### src/rtl/bprt_pkg.sv
// Package for the batch packet receive tracker.
// Holds the frame constants, parameter defaults, register indexes and status codes.
// No dependencies.
package bprt_pkg;

  localparam int unsigned MAX_PACKETS_DEF = 256;
  localparam int unsigned MAX_BATCHES_DEF = 64;

  localparam logic [31:0] DATA_MAGIC  = 32'h5646_5542;
  localparam logic [10:0] FRAME_BYTES = 11'd1400;

  localparam int unsigned CFG_IDX_W = 2;
  localparam logic [CFG_IDX_W-1:0] REG_NONCE_KEY      = 2'd0;
  localparam logic [CFG_IDX_W-1:0] REG_BATCH_GOAL     = 2'd1;
  localparam logic [CFG_IDX_W-1:0] REG_SOURCE_ADDRESS = 2'd2;

  typedef enum logic [2:0] {
    ST_ACCEPTED  = 3'd0,
    ST_LEN_SRC   = 3'd1,
    ST_BAD_HDR   = 3'd2,
    ST_DUP_CNT   = 3'd3,
    ST_FINISHED  = 3'd4
  } status_t;

  typedef struct packed {
    status_t     status;
    logic        ack_send;
    logic [5:0]  ack_batch;
    logic [8:0]  ack_count;
    logic [6:0]  batches_done;
    logic        finished;
  } result_t;

endpackage

### src/rtl/batch_packet_receive_tracker.sv
// Top level of the batch packet receive tracker: header checks, sequence bitmap memory,
// batch bookkeeping and a two-entry result buffer.
// Depends on bprt_pkg.

// One datagram descriptor is taken per clock cycle while in_ready is high and yields
// exactly one result. A transfer lands in an input register while the sequence bitmap
// entry for it is read from a memory. The checks and the bitmap update run while the item
// sits in the input register, and its result is then registered into the output register
// or the skid entry. Each bitmap entry holds the batch number in which that sequence
// arrived, so a completed batch empties the bitmap just by advancing the batch count.
// After reset a clearing pass marks every entry empty, holding in_ready low until all
// MAX_PACKETS entries (256 by default) are clear. A skid entry behind the output register
// lets the input keep taking items while a result waits; in_ready drops only while
// clearing or when the input register and the skid entry are both full.
module batch_packet_receive_tracker #(
  parameter int unsigned MAX_PACKETS = bprt_pkg::MAX_PACKETS_DEF,
  parameter int unsigned MAX_BATCHES = bprt_pkg::MAX_BATCHES_DEF
) (
  input  logic                            clk,
  input  logic                            rst_n,
  input  logic                            cfg_we,
  input  logic [bprt_pkg::CFG_IDX_W-1:0]  cfg_index,
  input  logic [63:0]                     cfg_data,
  input  logic                            in_valid,
  output logic                            in_ready,
  input  logic [10:0]                     in_packet_length,
  input  logic [31:0]                     in_sender_address,
  input  logic [31:0]                     in_header_magic,
  input  logic [31:0]                     in_header_batch,
  input  logic [31:0]                     in_header_sequence,
  input  logic [31:0]                     in_header_count,
  input  logic [63:0]                     in_header_nonce,
  output logic                            out_valid,
  input  logic                            out_ready,
  output logic [2:0]                      out_status,
  output logic                            out_ack_send,
  output logic [5:0]                      out_ack_batch,
  output logic [8:0]                      out_ack_count,
  output logic [6:0]                      out_batches_done,
  output logic                            out_finished
);
  import bprt_pkg::*;

  localparam int unsigned IDX_W = (MAX_PACKETS > 1) ? $clog2(MAX_PACKETS) : 1;
  localparam int unsigned CNT_W = $clog2(MAX_PACKETS + 1);
  localparam int unsigned BAT_W = $clog2(MAX_BATCHES + 1);

  // Configuration registers.
  logic [63:0] nonce_key_r;
  logic [6:0]  batch_goal_r;
  logic [31:0] source_address_r;

  // Tracking state.
  logic [CNT_W-1:0]       total_r, total_nxt;
  logic [CNT_W-1:0]       latched_r, latched_nxt;
  logic [BAT_W-1:0]       completed_r, completed_nxt;
  logic                   done_r, done_nxt;

  // Sequence bitmap. An entry counts as seen when it holds the current batch number;
  // all ones marks an empty entry and never equals a batch still in progress.
  logic [BAT_W-1:0] seen_mem [MAX_PACKETS];
  logic             clr_busy_r;
  logic [IDX_W-1:0] clr_idx_r;
  logic             mem_we;
  logic [IDX_W-1:0] mem_waddr;
  logic [BAT_W-1:0] mem_wdata;

  // Input register.
  logic             p_v_r;
  logic [10:0]      p_len_r;
  logic [31:0]      p_sender_r, p_magic_r, p_batch_r, p_seq_r, p_count_r;
  logic [63:0]      p_nonce_r;
  logic [BAT_W-1:0] rd_tag_r;
  logic             fwd_hit_r;

  // Result buffer.
  result_t out_r, skid_r, res;
  logic    out_v_r, skid_v_r;

  logic             acc, fire, pop, mark, set_seen;
  logic             len_src_ok, hdr_ok, seen_bit, dup_or_mis, complete;
  logic [CNT_W-1:0] cnt_n, lat_eff;
  logic [IDX_W-1:0] seq_idx, in_idx;
  logic [31:0]      goal32, goal_eff, done32;

  assign in_ready = !clr_busy_r && !(p_v_r && skid_v_r);
  assign acc      = in_valid && in_ready;
  assign fire     = p_v_r && !skid_v_r;
  assign pop      = out_v_r && out_ready;
  assign in_idx   = in_header_sequence[IDX_W-1:0];
  assign set_seen = fire && mark;

  always_ff @(posedge clk) begin
    if (!rst_n) begin
      nonce_key_r      <= 64'd1;
      batch_goal_r     <= 7'd1;
      source_address_r <= 32'd0;
    end else if (cfg_we) begin
      case (cfg_index)
        REG_NONCE_KEY:      nonce_key_r      <= cfg_data;
        REG_BATCH_GOAL:     batch_goal_r     <= cfg_data[6:0];
        REG_SOURCE_ADDRESS: source_address_r <= cfg_data[31:0];
        default: ;
      endcase
    end
  end

  // Clearing pass after reset, one bitmap entry per cycle.
  always_ff @(posedge clk) begin
    if (!rst_n) begin
      clr_busy_r <= 1'b1;
      clr_idx_r  <= '0;
    end else if (clr_busy_r) begin
      clr_idx_r <= clr_idx_r + 1'b1;
      if (clr_idx_r == IDX_W'(MAX_PACKETS - 1)) begin
        clr_busy_r <= 1'b0;
      end
    end
  end

  assign mem_we    = clr_busy_r || set_seen;
  assign mem_waddr = clr_busy_r ? clr_idx_r : seq_idx;
  assign mem_wdata = clr_busy_r ? '1 : completed_r;

  // The read happens at the transfer; a write to the same entry at that edge by the
  // item leaving the input register is caught by the forward flag.
  always_ff @(posedge clk) begin
    if (mem_we) begin
      seen_mem[mem_waddr] <= mem_wdata;
    end
    if (acc) begin
      rd_tag_r  <= seen_mem[in_idx];
      fwd_hit_r <= set_seen && (seq_idx == in_idx);
    end
  end

  always_ff @(posedge clk) begin
    if (!rst_n) begin
      p_v_r <= 1'b0;
    end else if (acc) begin
      p_v_r <= 1'b1;
    end else if (fire) begin
      p_v_r <= 1'b0;
    end
  end

  always_ff @(posedge clk) begin
    if (acc) begin
      p_len_r    <= in_packet_length;
      p_sender_r <= in_sender_address;
      p_magic_r  <= in_header_magic;
      p_batch_r  <= in_header_batch;
      p_seq_r    <= in_header_sequence;
      p_count_r  <= in_header_count;
      p_nonce_r  <= in_header_nonce;
    end
  end

  // Goal clamped to 1..MAX_BATCHES.
  always_comb begin
    goal32 = {25'd0, batch_goal_r};
    if (goal32 == 32'd0) begin
      goal_eff = 32'd1;
    end else if (goal32 > 32'(MAX_BATCHES)) begin
      goal_eff = 32'(MAX_BATCHES);
    end else begin
      goal_eff = goal32;
    end
  end

  always_comb begin
    len_src_ok = (p_len_r == FRAME_BYTES) &&
                 (p_sender_r == source_address_r);
    hdr_ok = (p_magic_r == DATA_MAGIC) && (p_nonce_r == nonce_key_r) &&
             (p_batch_r == 32'(completed_r)) && (p_count_r != 32'd0) &&
             (p_count_r <= 32'(MAX_PACKETS)) &&
             (p_seq_r < p_count_r);
    // Both are only meaningful when the header checks pass, which bounds them.
    cnt_n    = p_count_r[CNT_W-1:0];
    seq_idx  = p_seq_r[IDX_W-1:0];
    seen_bit = fwd_hit_r || (rd_tag_r == completed_r);
    lat_eff  = (latched_r == '0) ? cnt_n : latched_r;
    dup_or_mis = (lat_eff != cnt_n) || seen_bit;
    complete   = ((total_r + 1'b1) == lat_eff);

    total_nxt     = total_r;
    latched_nxt   = latched_r;
    completed_nxt = completed_r;
    done_nxt      = done_r;
    done32        = 32'(completed_r + 1'b1);
    mark          = 1'b0;

    res.status    = ST_ACCEPTED;
    res.ack_send  = 1'b0;
    res.ack_batch = '0;
    res.ack_count = '0;

    if (done_r) begin
      res.status = ST_FINISHED;
    end else if (!len_src_ok) begin
      res.status = ST_LEN_SRC;
    end else if (!hdr_ok) begin
      res.status = ST_BAD_HDR;
    end else begin
      // The first good count of a batch is latched even if the item is then dropped.
      latched_nxt = lat_eff;
      if (dup_or_mis) begin
        res.status = ST_DUP_CNT;
      end else if (complete) begin
        res.ack_send  = 1'b1;
        res.ack_batch = p_batch_r[5:0];
        res.ack_count = 9'(lat_eff);
        completed_nxt = completed_r + 1'b1;
        total_nxt     = '0;
        latched_nxt   = '0;
        done_nxt      = (done32 >= goal_eff);
      end else begin
        mark      = 1'b1;
        total_nxt = total_r + 1'b1;
      end
    end

    res.batches_done = 7'(completed_nxt);
    res.finished     = done_nxt;
  end

  always_ff @(posedge clk) begin
    if (!rst_n) begin
      total_r     <= '0;
      latched_r   <= '0;
      completed_r <= '0;
      done_r      <= 1'b0;
    end else if (fire) begin
      total_r     <= total_nxt;
      latched_r   <= latched_nxt;
      completed_r <= completed_nxt;
      done_r      <= done_nxt;
    end
  end

  // Output register plus skid entry; the skid fills only when a result waits.
  always_ff @(posedge clk) begin
    if (!rst_n) begin
      out_v_r  <= 1'b0;
      skid_v_r <= 1'b0;
    end else if (skid_v_r) begin
      if (pop) begin
        out_v_r  <= 1'b1;
        skid_v_r <= 1'b0;
      end
    end else if (fire) begin
      if (!out_v_r || pop) begin
        out_v_r <= 1'b1;
      end else begin
        skid_v_r <= 1'b1;
      end
    end else if (pop) begin
      out_v_r <= 1'b0;
    end
  end

  always_ff @(posedge clk) begin
    if (skid_v_r) begin
      if (pop) begin
        out_r <= skid_r;
      end
    end else if (fire) begin
      if (!out_v_r || pop) begin
        out_r <= res;
      end else begin
        skid_r <= res;
      end
    end
  end

  assign out_valid        = out_v_r;
  assign out_status       = out_r.status;
  assign out_ack_send     = out_r.ack_send;
  assign out_ack_batch    = out_r.ack_batch;
  assign out_ack_count    = out_r.ack_count;
  assign out_batches_done = out_r.batches_done;
  assign out_finished     = out_r.finished;

  a_skid_behind_out: assert property (@(posedge clk) disable iff (!rst_n)
    skid_v_r |-> out_v_r)
    else $error("skid entry holds a result while the output register is empty");

  a_ack_is_accepted: assert property (@(posedge clk) disable iff (!rst_n)
    (out_valid && out_ack_send) |-> (out_status == ST_ACCEPTED))
    else $error("acknowledgement requested on a dropped item");

  a_done_has_batches: assert property (@(posedge clk) disable iff (!rst_n)
    done_r |-> (completed_r != '0))
    else $error("finished without any completed batch");

  a_total_needs_latch: assert property (@(posedge clk) disable iff (!rst_n)
    (latched_r == '0) |-> (total_r == '0))
    else $error("packets counted with no latched batch count");

  a_total_below_latch: assert property (@(posedge clk) disable iff (!rst_n)
    (latched_r != '0) |-> (total_r < latched_r))
    else $error("received total reached the latched count without completing");

  a_idle_while_clearing: assert property (@(posedge clk) disable iff (!rst_n)
    clr_busy_r |-> !in_ready)
    else $error("input ready while the bitmap is still being cleared");

endmodule
### config.mk
export PLATFORM = sky130hd
export DESIGN_NAME = batch_packet_receive_tracker
export DESIGN_NICKNAME = d
export VERILOG_FILES = /design/src/rtl/bprt_pkg.sv /design/src/rtl/batch_packet_receive_tracker.sv
export SDC_FILE = /design/constraint.sdc
export NUM_CORES = 2
export LEC_CHECK = 0
export BUFFER_PORTS_ARGS = -buffer_cell sky130_fd_sc_hd__buf_2
export CAP_MARGIN = 40
export CORE_MARGIN = 2
export CORE_UTILIZATION = 40
export DETAILED_ROUTE_END_ITERATION = 16
export SLEW_MARGIN = 30
export SYNTH_ARGS = -nofsm -noshare
export SYNTH_HDL_FRONTEND = slang
export SYNTH_SLANG_ARGS = --single-unit
export TNS_END_PERCENT = 5
### constraint.sdc
create_clock -name clk -period 16.9 [get_ports clk]
set_input_delay 3.38 -clock clk [delete_from_list [all_inputs] [get_ports clk]]
set_output_delay 3.38 -clock clk [all_outputs]
set_load 0.05 [all_outputs]
# Word level (Yosys, flattened, before mapping)
# Memories as Yosys holds them, arrays and structs flattened. A register that Yosys moved wholly into a read port is not among the register bits.
# Index checks and enable logic that the tools add are counted.
# word_totals
regBits	431
ramBits	1792
output_inout_bits	29
elab_cells	147
mem_count	1
# memory_table
memory	depth	word_bits	rd	rd_ports_with_merged_regs	write_ports	line_no	rtl
seen_mem	256	7	1	1	1	batch_packet_receive_tracker.sv:61	logic [BAT_W-1:0] seen_mem [MAX_PACKETS];
# op_classes
n_addsub	4
n_lt_le_gt_ge	4
eq_ne	14
muxes	51
bitwise_logic	4
n_reduce_logical	37
# op_table
operator	n
$mux 27	4
$mux 16	5
$eq 64x64->1	1
$mux 7	8
$mux 9	4
$eq 32x31->1 const B	1
$eq 32x32->1	1
$eq 32x7->1	1
$ge 8x32->1	1
$le 32x9->1 const B	1
$lt 32x32->1	1
$reduce_bool 32->1	1
$mux 1	25
$logic_and 1x1->1	13
$eq 11x11->1 const B	1
$add 9x1->9 const B	1
$eq 9x9->1	1
$logic_not 9->1	1
$ne 9x9->1	1
$reduce_and 3->1	3
$add 7x1->8 const B	1
$add 8x1->8 const B	1
$eq 8x8->1	1
$eq 8x8->1 const B	1
other kinds (19)	35

# Longest topological paths before layout
# depth
ltp_word	13
depth_mapped	13

# Least setup slack after synthesis
# OpenSTA, ideal clock, no wires.
# synth_path
path_kind	input-to-reg
startpoint	input in_valid
endpoint	register fwd_hit_r (enable)
arrival_time_ps	8892
required_ps	16267
setup_slack_ps	7375
path_stages	1
cell_sequence	and2_1
# synth_via
elab_chain_len	1
# synth_lines
element	line_no	rtl
from (decl)	batch_packet_receive_tracker.sv:24	input logic in_valid,
$logic_and 1x1->1	batch_packet_receive_tracker.sv:87	assign acc = in_valid && in_ready;
to (signal assigned)	batch_packet_receive_tracker.sv:133	fwd_hit_r <= set_seen && (seq_idx == in_idx);
to (decl)	batch_packet_receive_tracker.sv:74	logic fwd_hit_r;
# No other way between the ends.
# A chain may end at the register's enable or synchronous reset.

==> metrics.txt <==
run status=complete, no violations; transition time of the tightest slew-check pin=1.04 ns; Post-CTS Setup Bufs=0; leakage=between 30 and 40 nW; Synth warnings=0; Hold-fix buffers, CTS=0; GP Congestion=between 0.8 and 0.9; CTS tree=yes; via count=45029; CTS root buf=clkbuf_16; core area=about 220000 µm²; reg2reg setup slack=approximately 11 ns; Final Skew=around 0.034 ns; drt wl/cell=27.5 µm; vias in the first global route=roughly 46000; CP startpoint=in_header_sequence[0]; Overflow after GRT=0; Nets=5326; # rows=approximately 170; Final ANT Viol Nets=0; H-tree level count=4; initial core utilization=roughly two fifths; Syn Nets=~4900; worst-path cell chain=buf_8 > buf_12 > buf_4 > buf_4 > buf_12 > mux4_2 > mux4_2 > a22oi_1 > a21oi_1 > or4_1; area grow syn2layout=15.2%; min-delay worst type=flip-flop to flip-flop; Fillers=approximately 18000; worst endpoint required time=between 15 and 20 ns; number of distinct library cells after synthesis=between 70 and 80; Seq cells post-synth=between 2000 and 2500; VDD IR max=about 120 µV; Critical R2R Launch=p_count_r[5]; crit path kind=primary input to flip-flop; top-area cell type share of the netlist area=between 70% and 80%; Die Span Y=between 400 and 500 µm; IO Pins=around 340; FF+latch area=between 60000 and 70000 µm²; top cells by area, synth=edfxtp_1, mux4_2, dfxtp_1, nor2_1, nand2_1; count leader, synth=edfxtp_1; post_cts resized=0; r2r endpoint=seen_mem[77][2]; Max Slew Vio Count=0; Slew headroom=30.4%; initial antenna violation count=18; MaxCap Viol Count=0; multi-input logic area=between 20000 and 25000 µm²; CTS Buf Count=roughly 230; RSZ-0062 raised after global routing=no; IO buf count=between 300 and 400; largest net degree at the start of global routing=213; Via density=between 5 and 6; Final Routed Wirelength=roughly 220 mm; Total GRT Usage=roughly a fifth; CP max stage delay=approximately 0.6 ns; Tmin final=about 7.4 ns; die area=~220000 µm²; Worst-path clk slew=approximately 0.060 ns; CP Data Arrival Time=7.92 ns; reg2reg path depth=12; Power Total=11.2 mW; final hold vios=0; clk sink count=2230; synthesized area per cell=roughly 19 µm²; Core Util, Final=about 46%; worst skew pair latency=0.85 ns; period utilisation layout=43.5%; Worst Setup EP=rd_tag_r[1]; Async SR Flop Fraction=0%; Iter 0 DRT Violations=approximately 4700; Netlist Area Pre-Place=approximately 90000 µm²; layout cells sized above 1=between 20% and 30%; Syn Inst Count=about 4500; slowest CP cell=buf_4; EDFF count, synth=approximately 2100; DP HPWL=~140 mm; first-pass GRT wire length=between 300 and 400 mm; synth cell count leaders=edfxtp_1, mux4_2, nor2_1; post-synth top area cell=edfxtp_1; DR DRC count=0; power per cell area=around 110 nW/µm²; Fmax=about 0.14 GHz; Critical Path Source Type=primary input; Main synth FF type=edfxtp_1; Worst Setup End Kind=flip-flop; Die X=~470 µm; CP Max Fanout=60; setup_tns=0 ns; Final Setup Violations=0; Seq/Total Area, Yosys=between 70% and 80%; clock tree buffer depth=3; DRT Pass-1 Iters=7
area by class of cell:
class / count / share of cell area [%]
Sequential cell: 2230 / 65.1
Multi-Input combinational cell: 2000 / 20.7
Clock buffer: 274 / 5.87
Tap cell: 2854 / 3.55
Timing Repair Buffer: 466 / 3.21
Clock inverter: 149 / 1.39
Inverter: 56 / 0.211
Antenna cell: 8 / 0.0199
kinds of logic (layout without fill, tap and decap cells):
kind of cell    count (synthesis)  in the layout  synth area share (%)
compound gates                333            333                  2.38
xor+xnor                      146            146                  1.49
fa+ha+maj                      41             41                 0.587
buf+inv                       295            945                  1.31
flops                        2230           2230                  75.0
mux                           572            572                  14.6
other cells                     0              8                     0
simple gates                  908            908                  4.65
power breakdown:
part / total, mW / internal, mW / switching, mW
registers: 5.97 / 5.96 / 0.00738
clock network: 4.94 / 2.85 / 2.09
logic: 0.300 / 0.111 / 0.189
layer usage:
metal,GRT usage [%],vias up,part of all wire [%],wire (µm)
li1,-,19265,-,-
met1,25.9,23514,40,88000
met2,32.2,1884,49,108000
met3,3.89,350,7.7,17100
met4,6.69,16,3.5,7700
met5,0,-,0.048,105
cell usage in the layout (no fill, tap or decap), types with 56 or more instances in the layout:
master | synthesis | final
a21oi_1 | 168 | 167
a22oi_1 | 56 | 56
buf_2 | 24 | 334
buf_4 | 1 | 85
clkbuf_16 | 0 | 228
clkinv_1 | 1 | 56
dfxtp_1 | 141 | 140
edfxtp_1 | 2089 | 2089
mux4_2 | 560 | 560
nand2_1 | 326 | 326
nor2_1 | 347 | 346
xnor2_1 | 102 | 102
through the flow:
stage	worst slack, ns	hold WS [ns]	cells	area (µm²)
6_report	9.54	0.466	8037	101000
5_1_grt	9.22	0.484	8030	101000
4_1_cts	9.11	0.469	7996	100000
3_5_place_dp	8.19	0.461	7573	93000
3_3_place_gp	8.07	0.453	7529	92300
2_1_floorplan	7.37	0.444	4525	87400
worst max-delay path: cells and delay by family:
kind	cells	cell delay, ns
AO/OA/AOI/OAI	2	0.39
buffers and inverters	5	2.35
multiplexers	2	1.07
AND/OR/NAND/NOR	1	0.53
state kept, by name, indices dropped and copies added (netlist names), 9 cells and up:
name,count
seen_mem,1792
nonce_key_r,64
p_nonce_r,64
p_batch_r,32
p_count_r,32
p_magic_r,32
p_sender_r,32
p_seq_r,32
source_address_r,32
skid_r,27
p_len_r,11
latched_r,9
out_ack_count,9
total_r,9
worst min path at each step:
stage | end | slack, ns | cells after the start | start
after floorplan | total_r[8] | 0.44 | 2 | total_r[8]
after detailed placement | source_address_r[0] | 0.46 | 2 | source_address_r[0]
after CTS | nonce_key_r[25] | 0.47 | 2 | nonce_key_r[25]
after global placement | source_address_r[6] | 0.45 | 2 | source_address_r[6]
after global routing | source_address_r[2] | 0.48 | 2 | source_address_r[2]
final | source_address_r[6] | 0.47 | 2 | source_address_r[6]
(Power assumes the default switching activity.)
